<file path="src/sv/fpsm_pkg.sv">
// ---------------------------------------------------------------------------
// fpsm_pkg
// Shared types and constants for the flash page status manager.
// ---------------------------------------------------------------------------
package fpsm_pkg;

  localparam int PAGE_BYTES       = 256;
  localparam int PAGES_PER_SECTOR = 256;
  localparam int SECTOR_COUNT     = 16;
  localparam int PAGES_PER_WORD   = 4;
  localparam int DEVICE_BYTES     = 1048576;
  localparam int TOTAL_PAGES      = SECTOR_COUNT * PAGES_PER_SECTOR;
  localparam int TABLE_WORDS      = (TOTAL_PAGES + PAGES_PER_WORD - 1) / PAGES_PER_WORD;
  localparam int SLOT_BITS        = 8 / PAGES_PER_WORD;
  localparam int WORDS_PER_SECTOR = PAGES_PER_SECTOR / PAGES_PER_WORD;
  localparam int WADDR_W          = $clog2(TABLE_WORDS);
  localparam int PAGE_SHIFT       = $clog2(PAGE_BYTES);
  localparam int PPW_SHIFT        = $clog2(PAGES_PER_WORD);
  localparam int PPS_SHIFT        = $clog2(PAGES_PER_SECTOR);
  localparam int SEC_W            = $clog2(SECTOR_COUNT) > 0 ? $clog2(SECTOR_COUNT) : 1;

  typedef enum logic [1:0] {
    OP_WRITE  = 2'd0,
    OP_READ   = 2'd1,
    OP_VERIFY = 2'd2,
    OP_NONE   = 2'd3
  } opcode_t;

  typedef enum logic [2:0] {
    ST_OK    = 3'd0,
    ST_STATE = 3'd1,
    ST_RANGE = 3'd2,
    ST_BAD   = 3'd3,
    ST_USED  = 3'd4
  } status_t;

  typedef enum logic [3:0] {
    S_IDLE,
    S_DECODE,
    S_VRD,
    S_VWR,
    S_SCAN_RD,
    S_SCAN_CHK,
    S_DECIDE,
    S_ERASE_RD,
    S_ERASE_WR,
    S_PROG_RD,
    S_PROG_WR,
    S_DONE
  } fsm_state_t;

  // controller to datapath
  typedef struct packed {
    logic load;       // capture input word
    logic cfg_we;
    logic mem_rd;     // issue read at current address
    logic ver_wr;     // write verify mark
    logic scan_init;  // set pointer to first page of span
    logic scan_chk;   // examine read word
    logic scan_step;  // advance pointer
    logic erase_init;
    logic erase_wr;
    logic erase_step;
    logic prog_wr;
    logic fin_ok;     // finalize successful write
    logic fin_rej;    // finalize rejected write
    logic out_load;
    logic out_take;
  } ctl_cmd_t;

  // datapath to controller
  typedef struct packed {
    opcode_t op;
    logic    shutdown;
    logic    range_bad;
    logic    empty;
    logic    bad_seen;
    logic    scan_last;
    logic    used_any;
    logic    erase_en;
    logic    erase_have;  // current sector selected for erase
    logic    erase_last;  // last word of current sector
    logic    erase_done;  // no more sectors
    logic    out_busy;
  } ctl_sts_t;

endpackage

</file>
<file path="src/sv/fpsm_ctrl.sv">
// ---------------------------------------------------------------------------
// fpsm_ctrl
// Sequencer for verify, range check, span scan, sector erase and program.
// ---------------------------------------------------------------------------
module fpsm_ctrl (
  input  logic               clk,
  input  logic               rst_n,
  input  logic               in_valid,
  output logic               in_ready,
  input  logic               cfg_valid,
  output logic               cfg_ready,
  input  fpsm_pkg::ctl_sts_t sts,
  output fpsm_pkg::ctl_cmd_t cmd
);
  import fpsm_pkg::*;

  fsm_state_t state_r, state_nxt;

  // next state
  always_comb begin
    state_nxt = state_r;
    case (state_r)
      S_IDLE:     if (in_valid) state_nxt = S_DECODE;
      S_DECODE: begin
        if (sts.shutdown && sts.op != OP_NONE) state_nxt = S_DONE;
        else if (sts.op == OP_VERIFY) state_nxt = S_VRD;
        else if (sts.op == OP_WRITE && !sts.range_bad && !sts.empty)
          state_nxt = S_SCAN_RD;
        else state_nxt = S_DONE;
      end
      S_VRD:      state_nxt = S_VWR;
      S_VWR:      state_nxt = S_DONE;
      S_SCAN_RD:  state_nxt = S_SCAN_CHK;
      S_SCAN_CHK: state_nxt = S_DECIDE;
      S_DECIDE: begin
        if (sts.bad_seen) state_nxt = S_DONE;
        else if (!sts.scan_last) state_nxt = S_SCAN_RD;
        else if (sts.used_any && !sts.erase_en) state_nxt = S_DONE;
        else if (sts.used_any) state_nxt = S_ERASE_RD;
        else state_nxt = S_PROG_RD;
      end
      S_ERASE_RD: begin
        if (sts.erase_done) state_nxt = S_PROG_RD;
        else if (sts.erase_have) state_nxt = S_ERASE_WR;
      end
      S_ERASE_WR: state_nxt = S_ERASE_RD;
      S_PROG_RD:  state_nxt = S_PROG_WR;
      S_PROG_WR:  state_nxt = sts.scan_last ? S_DONE : S_PROG_RD;
      S_DONE:     if (!sts.out_busy) state_nxt = S_IDLE;
      default:    state_nxt = S_IDLE;
    endcase
  end

  // outputs
  always_comb begin
    cmd       = '0;
    in_ready  = 1'b0;
    cfg_ready = 1'b0;
    case (state_r)
      S_IDLE: begin
        // a register write never shares its edge with a new word
        in_ready  = 1'b1;
        cfg_ready = !in_valid;
        cmd.load  = in_valid;
        cmd.cfg_we = cfg_valid && !in_valid;
      end
      S_DECODE: begin
        if (state_nxt == S_SCAN_RD) cmd.scan_init = 1'b1;
        if (state_nxt == S_VRD) cmd.mem_rd = 1'b1;
      end
      S_VWR:      cmd.ver_wr = 1'b1;
      S_SCAN_RD:  cmd.mem_rd = 1'b1;
      S_SCAN_CHK: cmd.scan_chk = 1'b1;
      S_DECIDE: begin
        if (state_nxt == S_SCAN_RD) cmd.scan_step = 1'b1;
        if (state_nxt == S_ERASE_RD) cmd.erase_init = 1'b1;
        if (state_nxt == S_PROG_RD) cmd.scan_init = 1'b1;
        if (state_nxt == S_DONE) cmd.fin_rej = 1'b1;
      end
      S_ERASE_RD: begin
        if (state_nxt == S_PROG_RD) cmd.scan_init = 1'b1;
        else if (!sts.erase_have) cmd.erase_step = 1'b1;
        else cmd.mem_rd = 1'b1;
      end
      S_ERASE_WR: begin
        cmd.erase_wr   = 1'b1;
        cmd.erase_step = 1'b1;
      end
      S_PROG_RD:  cmd.mem_rd = 1'b1;
      S_PROG_WR: begin
        cmd.prog_wr = 1'b1;
        if (sts.scan_last) cmd.fin_ok = 1'b1;
        else cmd.scan_step = 1'b1;
      end
      S_DONE:     cmd.out_load = !sts.out_busy;
      default: ;
    endcase
  end

  // state register
  always_ff @(posedge clk) begin
    if (!rst_n) begin
      state_r <= S_IDLE;
    end else begin
      state_r <= state_nxt;
    end
  end

  // only the idle state takes new words
  a_in_idle: assert property (@(posedge clk) disable iff (!rst_n)
    in_ready |-> state_r == S_IDLE)
    else $error("input taken outside idle");
  a_load_decode: assert property (@(posedge clk) disable iff (!rst_n)
    (in_valid && in_ready) |=> state_r == S_DECODE)
    else $error("accepted word not decoded");
  a_done_out: assert property (@(posedge clk) disable iff (!rst_n)
    (state_r == S_DONE && state_nxt == S_IDLE) |-> cmd.out_load)
    else $error("result dropped");

endmodule

</file>
<file path="config.mk">
export PLATFORM = sky130hd
export DESIGN_NAME = fpsm_ctrl
export DESIGN_NICKNAME = d
export VERILOG_FILES = /design/src/sv/fpsm_pkg.sv /design/src/sv/fpsm_ctrl.sv
export SDC_FILE = /design/constraint.sdc
export NUM_CORES = 1
export LEC_CHECK = 0
export BUFFER_PORTS_ARGS = -buffer_cell sky130_fd_sc_hd__buf_2
export CORE_MARGIN = 5
export CORE_UTILIZATION = 46
export CTS_CLUSTER_DIAMETER = 30
export DETAILED_ROUTE_END_ITERATION = 8
export PLACE_DENSITY = 0.83
export SLEW_MARGIN = 5
export SYNTH_ARGS = -nofsm -noshare
export SYNTH_HDL_FRONTEND = slang
export SYNTH_SLANG_ARGS = --single-unit
</file>
<file path="constraint.sdc">
create_clock -name clk -period 3.3 [get_ports clk]
set_input_delay 0.66 -clock clk [delete_from_list [all_inputs] [get_ports clk]]
set_output_delay 0.66 -clock clk [all_outputs]
set_load 0.03 [all_outputs]
</file>
* After elaboration in Yosys (flattened, before gate mapping)
Index checks and enable logic that the tools add are counted.
W data, S select, Z words.
** Storage, ports and cells
- Flip-flop bits (word level) :: 4
- Logic and storage cells :: 71
- Output and inout bits :: 17
** Cells by class
- Reductions and logical operators :: 14
- Muxes and demuxes :: 38
- Equality and inequality tests :: 18
** Operator list (count)
- $pmux W4 S12 :: 1
- $mux W4 :: 11
- $eq A4 B3 Y1 const B :: 6
- $eq A4 B4 Y1 const B :: 6
- $mux W1 :: 19
- $eq A4 B2 Y1 const B :: 3
- $mux W2 :: 3
- $pmux W1 S2 :: 3
- $logic_and A1 B1 Y1 :: 5
- $logic_not A1 Y1 :: 5
- $eq A4 B1 Y1 const B :: 1
- $logic_not A4 Y1 :: 1
- $reduce_or A2 Y1 :: 2
- $pmux W1 S3 :: 1
- $eq A2 B2 Y1 const B :: 1
- $logic_not A2 Y1 :: 1
- $ne A2 B2 Y1 const B :: 1

* Longest topological paths before layout
Gate-level depths: netlist of run 1.
- Depth after elaboration :: 10
- Depth in mapped cells :: 6
- Mapped depth without buffers :: 4

* Least setup slack after synthesis of run 1
No wires, ideal clock.
- Kind :: register to output
- Start point :: register state_r[3]
- End point :: output port cmd[8] (netlist name)
- Arrival time :: 2.577 ns
- Path slack :: 0.063 ns
- Data required time :: 2.640 ns
- Cell stages (with the launch flop) :: 5
- Path through :: dfxtp_1 > nor4b_1 > a41o_1 > a211oi_1 > o32ai_1
** RTL lines
- from (decl) :: line fpsm_ctrl.sv:17 : fsm_state_t state_r, state_nxt;
- from (signal assigned) :: line fpsm_ctrl.sv:105 : state_r <= state_nxt;
- to (decl) :: line fpsm_ctrl.sv:13 : output fpsm_pkg::ctl_cmd_t cmd

==> impl_metrics.toml, run 1 <==
[global_route]
grtUsageTotal_pct = 17.0
grt-ovfl-total = 0
antenna_found_initial = 0
grt_max_degree = 22
grt_pass1_vias = 641
grt_first_pass_wirelength_um = 2690

[synth]
synthTopCellsByArea = "dfxtp_1, and2_1, buf_2"
synth-seq-cells = 4
syn_nets = 101
ys_types = 41
syn_area_um2 = 603
synthCells = 84
seq_area_frac_synth_pct = 13.3
syn_avg_cell_area_um2 = 7.18
yosys.area.top_type = "dfxtp_1"
synth_top_area_share_pct = 13.3
yosysWarnings = 0

[timing]
fin_crit_ns = 2.82
slew_headroom_pct = 56.1
fmax_mhz = 354
finalSetupViolCount = 0
timing.setup.tns_ns = 0
rsz0062_at_grt = "false"
finClkSkew_ns = 0.00220
drv_slew = 0
setup_slack_ns = 0.475
hold_violations = 0
worstMarginPinSlew_ns = 0.658
period_share_pct = 85.6

[floorplanning]
io_pins = 34
core-area_um2 = 1270
die_width_um = 46.2
die_y_um = 46.2
initial_core_util_pct = 47.5
die-area_um2 = 2140
rows = 13

[pwr]
p_leak_uw = 0.000347
power_density_nw_per_um2 = 827
peakVddDrop_uv = 299

[placed_design]
hpwl_um = 1320
gp_congestion = 0.829
preCtsSetupSlack_ns = 0.512
placed_area_um2 = 741
numPortBuffers = 31

[routing]
viasPerCell = 5.89
num_vias = 748
drt-initial-drc-count = 21
antenna_left = 0
wire_per_inst_um = 13.1
drcViolationCount = 0
wl_um = 1660
first_pass_iters = 5

[critical_path]
worst_setup_path_start_kind = "register"
crit_fanout = 21
worstPathRequired_ns = 2.64
r2r_slack_ns = 1.54
r2r-start = "state_r[1]"
end_kind = "output pin"
path_class = "reg2out"
worstPathArrival_ns = 2.16
reg2reg_to = "state_r[0]"
reg2regPathDepth = 4

[worst_hold_path]
hp-class = "in2reg"
whs_path_depth = 2
hold-path-endpoint = "state_r[0]"
hp-start = "rst_n"

[run_status]
status = "completed"

[clock_tree]
cts-htree-levels = 1
cts.path.max_buffers = 2
clk_pin_slew_ns = 0.04
cts_tree = "built"
cts-root-buf = "clkbuf_4"
cts_buffers = 3
post-cts-setup-buffers = 0
clock_latency_ns = 0.24
ctsResizeCount = 0
hold_buffers = 0
clock-sinks = 4

[cells_and_area]
largest_reg_flops = 4
layout_commonest_cell = "buf_2"
syn_to_final_growth_pct = 26.6
layout_common_cells = "buf_2, nand2_1, nor2_1, and2_1"
stdcell_area_um2 = 763
top_register = "state_r"
final_nets = 131
n_antenna_cell = 0
reg.largest.list = "state_r (4)"
layout-drive-gt1-share_pct = 34.8
fill_cells = 133

[flow_run]
drv_cap = 0
-- layer usage --
| metal | wire (um) | global-route usage [%] | part of all wire, % |
|---|---|---|---|
| met1 | 657 | 21.0 | 39 |
| met5 | 0 | 0 | 0 |
| met2 | 819 | 28.8 | 49 |
| met3 | 187 | 3.52 | 11 |
| met4 | 0 | 5.68 | 0 |
-- synthesized netlist by cell type --
library cell  number
or4_1              1
a211oi_1           1
buf_4              1
o31ai_1            1
nor2_1             5
or4bb_1            1
nor2b_1            4
a21oi_1            4
nor3b_1            2
a22o_1             1
nor4b_2            1
a21boi_0           2
dfxtp_1            4
o211a_1            1
o21bai_1           1
nand4_1            3
o211ai_1           2
nand2b_1           3
o22ai_1            1
a31oi_1            3
or4_4              1
a311oi_1           1
and2_1             5
a2111oi_2          1
or3b_2             1
nor4b_1            1
a41o_1             1
a311o_1            1
inv_1              4
nand3b_1           1
conb_1             1
o21a_1             2
buf_6              1
a2bb2oi_1          1
nor3_1             2
xnor2_1            1
buf_2              5
o32ai_1            1
nand2_1            5
o21ai_0            4
nor4_1             2
-- area by class of cell --
cell class / instances / area, um2 / area share (%)
Clock buffer: 3 / 22.5 / 2.95
Inverter: 4 / 15.0 / 1.97
Multi-Input combinational cell: 69 / 464 / 60.8
Sequential cell: 4 / 80.1 / 10.5
Tap cell: 15 / 18.8 / 2.46
Timing Repair Buffer: 32 / 163 / 21.3
-- cells by family (layout without fill, tap and decap cells) --
| group | count (synthesis) | after routing | synth area share [%] |
|---|---|---|---|
| XOR/XNOR | 1 | 1 | 1.45 |
| other | 1 | 1 | 0.622 |
| buffers and inverters | 11 | 39 | 9.75 |
| flip-flops | 4 | 4 | 13.3 |
| AND/OR/NAND/NOR | 38 | 38 | 39.6 |
| AO/OA/AOI/OAI | 29 | 29 | 35.3 |
-- where the power goes --
part / switching [uW] / internal [uW]
sequential: 64.5 / 69.9
clock: 20.9 / 40.7
combinational: 270 / 165
total: 355 / 276
-- through the flow --
step / hold WS, ns / utilization (%) / instances / total power (uW)
5_1_grt: 0.672 / 60.2 / 127 / 682
3_5_place_dp: 0.669 / 58.4 / 124 / 569
2_1_floorplan: 0.573 / - / 84 / 477
3_3_place_gp: 0.656 / 58.4 / 124 / 560
6_report: 0.658 / 60.2 / 127 / 631
4_1_cts: 0.655 / 60.2 / 127 / 633
-- worst max-delay path, stage by stage, from the launching register on --
cell and delay [ns]:
dfxtp_1 0.73, nand3b_1 0.26, nor2_1 0.15, o21ai_0 0.16, a2111oi_2 0.37, buf_2 0.25
-- how the worst max path moves through the flow --
stage,start,to,slack (ns),cells past startpoint
2_1_floorplan,state_r[3],cmd[8],0.06,4
3_3_place_gp,sts[12],cmd[12],0.54,6
3_5_place_dp,sts[12],cmd[12],0.51,6
4_1_cts,state_r[1],cmd[2],0.47,5
5_1_grt,state_r[1],cmd[2],0.26,5
6_report,state_r[1],cmd[2],0.48,5
(Power assumes the default switching activity.)
==> inputs of run 2 (changes only) <==
--- a/config.mk
+++ b/config.mk
@@ -5,7 +5,7 @@
 export SDC_FILE = /design/constraint.sdc
 export NUM_CORES = 1
 export LEC_CHECK = 0
-export BUFFER_PORTS_ARGS = -buffer_cell sky130_fd_sc_hd__buf_2
+export BUFFER_PORTS_ARGS = -buffer_cell sky130_fd_sc_hd__clkbuf_2
 export CORE_MARGIN = 5
 export CORE_UTILIZATION = 46
 export CTS_CLUSTER_DIAMETER = 30
==> run 2 against run 1 <==
  * Wire length increased by 2.3%
  * Register-to-register slack is essentially flat
  * Combinational power about the same
  * Hold slack got worse by 0.0012 ns
  * Maximum frequency is 1.9% lower
  * Via count is 0.80% higher
  * Count of clock-buffer cells in the layout is the same
  * Flip-flop and latch count stayed put
  * Clock skew grew 0.00081 ns
  * Critical path type unchanged
  * Largest power group unchanged
  * Highest routed layer is now met4
==> impl_metrics.toml, run 2 (synthesis gave the netlist of run 1 again) <==
[critical_path]
end_kind = "output pin"
cp_slowest_cell = "dfxtp_1"
crit_chain = "nand3b_1 -> nor2_1 -> o21ai_0 -> a2111oi_2 -> clkbuf_2"
worstPathRequired_ns = 2.64
worstPathArrival_ns = 2.22
crit_fanout = 21
critPathBufInv = 1
slowest_delay_ns = 0.74
worst_setup_path_start_kind = "register"
path_class = "reg2out"
path_delay_family = "flip-flops"
reg2regPathDepth = 4
path_depth = 5

[global_route]
grt_pass1_vias = 635
grt_max_degree = 22
use_met1_pct = 23.3
grt-ovfl-total = 0
busiest_layer = "met2"
grt.met2_usage_pct = 29.4
antenna_found_initial = 0
grt_first_pass_wirelength_um = 2750
grtUsageTotal_pct = 17.2
grtUsageMet3_pct = 0

[cells_and_area]
syn_to_final_growth_pct = 26.6
fill_cells = 123
largest_reg_flops = 4
layout-drive-gt1-share_pct = 34.8
layout_commonest_cell = "clkbuf_2"
top_register = "state_r"
reg.largest.list = "state_r (4)"
stdcell_count = 127
layout_common_cells = "clkbuf_2, nand2_1, nor2_1, and2_1"
n_antenna_cell = 0
final_nets = 131

[clock_tree]
clk_pin_slew_ns = 0.04
cts-htree-levels = 1
cts.path.max_buffers = 2
post-cts-setup-buffers = 0
cts_buffers = 3
cts-root-buf = "clkbuf_4"
cts_tree = "built"
clock_latency_ns = 0.24
hold_buffers = 0
ctsResizeCount = 0
clock-sinks = 4

[timing]
timing.setup.tns_ns = 0
setup_slack_ns = 0.422
fmax_mhz = 347
finalSetupViolCount = 0
finClkSkew_ns = 0.00301
worstMarginPinSlew_ns = 0.674
fin_crit_ns = 2.88
period_share_pct = 87.2
drv_slew = 0
hold_violations = 0
rsz0062_at_grt = "false"
slew_headroom_pct = 55.0

[floorplanning]
core-area_um2 = 1270
initial_core_util_pct = 47.5
die_y_um = 46.2
rows = 13
io_pins = 34
die_width_um = 46.2
die-area_um2 = 2140

[pwr]
p_leak_uw = 0.000338
peakVddDrop_uv = 313
power_density_nw_per_um2 = 834

[placed_design]
numPortBuffers = 31
hpwl_um = 1320
preCtsSetupSlack_ns = 0.491
gp_congestion = 0.822
dp.cells = 124

[routing]
drcViolationCount = 0
num_vias = 754
wl_um = 1700
first_pass_iters = 6
antenna_left = 0
viasPerCell = 5.94
wire_per_inst_um = 13.4
drt-initial-drc-count = 29

[worst_hold_path]
whs_path_depth = 2
hp-class = "in2reg"

[run_status]
status = "completed"

[flow_run]
drv_cap = 0
run 2: cell count changes in the layout (fill, tap and decap cells not counted):
cell / change
clkbuf_2: +31
buf_2: -31
run 2: path summary, 6_finish.rpt:
check / startpoint / endpoint / slack (ns)
setup / recovery: state_r[1] / cmd[2] / 0.42
hold / removal: rst_n / state_r[0] / 0.66
setup reg to reg: state_r[1] / state_r[0] / 1.53
hold reg to reg: state_r[0] / state_r[1] / 0.68
run 2: layer usage:
layer | wire length [um] | vias up
met3 | 156 | 2
met5 | 0 | -
met4 | 16 | 0
met1 | 720 | 330
met2 | 810 | 44
li1 | - | 378
run 2: through the flow:
| step | util, % | total power, uW | hold WS, ns | area (um2) |
|---|---|---|---|---|
| floorplan | - | 477 | 0.573 | 603 |
| detailed placement | 58.4 | 572 | 0.674 | 741 |
| global route | 60.2 | 680 | 0.692 | 763 |
| finish | 60.2 | 637 | 0.657 | 763 |
| global placement | 58.4 | 561 | 0.656 | 741 |
| CTS | 60.2 | 636 | 0.662 | 763 |
run 2: layout make-up:
type / count / area [um2] / share of cell area (%)
tap: 15 / 18.8 / 2.46
clock buffer: 3 / 22.5 / 2.95
sequential: 4 / 80.1 / 10.5
multi-input combinational: 69 / 464 / 60.8
timing repair buffer: 32 / 163 / 21.3
inverter: 4 / 15.0 / 1.97
run 2: where the power goes:
part	total [uW]	internal [uW]	switching, uW
registers	136	69.9	66.2
logic	438	164	274
clock network	62.3	40.8	21.5
total	637	275	362
==> inputs of run 3 (changes only) <==
==> constraint.sdc (replaced) <==
create_clock -name clk -period 3.3 [get_ports clk]
set_input_delay 0.165 -clock clk [delete_from_list [all_inputs] [get_ports clk]]
set_output_delay 0.165 -clock clk [all_outputs]
set_load 0.03 [all_outputs]
==> run 3 against run 2 <==
  * Flip-flop and latch count stayed put
  * Global-route usage rose by 0.32 points
  * Total power decreased by 2.6%
  * Hold slack lost 0.50 ns
  * Final area is 0.98% lower
  * Combinational power down 9.8%
  * Sequential power grew 23%
  * Count of clock-buffer cells in the layout did not move
  * Sequential share of layout area increased by 0.10 points
  * Die area unchanged
  * Clock power is 5.1% lower
  * Setup slack improved by 0.36 ns
  * Largest cell class unchanged
==> impl_metrics.toml, run 3 (synthesis gave the netlist of run 1 again) <==
[floorplanning]
die_y_um = 46.2
core-area_um2 = 1270
initial_core_util_pct = 47.5
die-area_um2 = 2140
die_width_um = 46.2
rows = 13
io_pins = 34

[cells_and_area]
largest_reg_flops = 4
stdcell_count = 126
layout_common_cells = "clkbuf_2, nand2_1, nor2_1, and2_1"
fill_cells = 131
layout_commonest_cell = "clkbuf_2"
reg.largest.list = "state_r (4)"
layout-drive-gt1-share_pct = 34.2
multi_input_area_um2 = 464
top_register = "state_r"
syn_to_final_growth_pct = 25.3
n_antenna_cell = 0
seqCellArea_um2 = 80.1
final_nets = 130

[critical_path]
reg2regPathDepth = 4
end_kind = "output pin"
worst_setup_path_start_kind = "register"
worstPathRequired_ns = 3.13
worstPathArrival_ns = 2.36
path_class = "reg2out"
r2r-start = "state_r[1]"
r2r_slack_ns = 1.54
crit_fanout = 22
reg2reg_to = "state_r[0]"

[timing]
period_share_pct = 76.4
finClkSkew_ns = 0.00137
fmax_mhz = 397
drv_slew = 0
hold_violations = 0
timing.setup.tns_ns = 0
finalSetupViolCount = 0
slew_headroom_pct = 55.0
worstMarginPinSlew_ns = 0.674
fin_crit_ns = 2.52
rsz0062_at_grt = "false"

[worst_hold_path]
hp-class = "in2reg"
hold-path-endpoint = "state_r[0]"
whs_path_depth = 2
hp-start = "rst_n"

[placed_design]
gp_congestion = 0.832
numPortBuffers = 31
hpwl_um = 1330
dp.cells = 123

[global_route]
grt_first_pass_wirelength_um = 2750
grt-ovfl-total = 0
grtUsageTotal_pct = 17.5
antenna_found_initial = 0
grt_pass1_vias = 660
grt_max_degree = 23

[clock_tree]
cts-htree-levels = 1
cts_buffers = 3
clock_latency_ns = 0.23
cts-root-buf = "clkbuf_4"
ctsResizeCount = 0
post-cts-setup-buffers = 0
cts.path.max_buffers = 2
hold_buffers = 0
clk_pin_slew_ns = 0.04
clock-sinks = 4
cts_tree = "built"

[routing]
num_vias = 742
viasPerCell = 5.89
first_pass_iters = 4
drt-initial-drc-count = 11
antenna_left = 0
wire_per_inst_um = 13.3
drcViolationCount = 0
wl_um = 1670

[pwr]
p_leak_uw = 0.000333
power_density_nw_per_um2 = 821
peakVddDrop_uv = 438

[run_status]
status = "completed"

[flow_run]
drv_cap = 0
run 3: changes by cell type in the layout (fill, tap and decap cells not counted), sizes merged:
cell,delta
buf,-1
run 3: area by class of cell:
| cell class | instances | area share, % |
|---|---|---|
| timing repair buffer | 31 | 20.5 |
| tap | 15 | 2.48 |
| sequential | 4 | 10.6 |
| clock buffer | 3 | 2.98 |
| inverter | 4 | 1.99 |
| multi-input combinational | 69 | 61.4 |
run 3: how the worst max path moves through the flow:
stage | slack, ns | to | startpoint
CTS | 0.77 | cmd[2] | state_r[0]
global placement | 1.04 | cmd[2] | state_r[0]
floorplan | 0.56 | cmd[8] | state_r[3]
global route | 0.58 | cmd[2] | state_r[0]
detailed placement | 1.03 | cmd[2] | state_r[0]
finish | 0.78 | cmd[2] | state_r[0]
run 3: through the flow:
step | worst slack (ns) | hold slack [ns] | total power, uW | area, um2 | util [%]
6_report | 0.779 | 0.152 | 620 | 756 | 59.6
2_1_floorplan | 0.558 | 0.287 | 477 | 603 | -
3_3_place_gp | 1.04 | 0.383 | 551 | 733 | 57.8
5_1_grt | 0.575 | 0.171 | 676 | 756 | 59.6
4_1_cts | 0.775 | 0.152 | 624 | 756 | 59.6
3_5_place_dp | 1.03 | 0.391 | 562 | 733 | 57.8
run 3: critical path, cell delays in order, from the launching register on:
cell and delay (ns):
dfxtp_1 0.74, nor4b_2 0.43, o211ai_1 0.17, and2_1 0.22, a2111oi_2 0.30, clkbuf_2 0.26
run 3: power breakdown:
group | switching [uW] | leakage [uW] | internal [uW]
combinational | 239 | 0.000286 | 156
sequential | 96.5 | 0.0000330 | 70.0
clock | 18.5 | 0.0000138 | 40.6
total | 354 | 0.000333 | 267
run 3: routing by layer:
layer,vias up,share of wire (%),GRT usage [%]
met5,-,0,0
met4,0,0,2.84
met3,0,7.0,4.69
met2,22,49,29.7
met1,344,44,22.1
li1,376,-,-
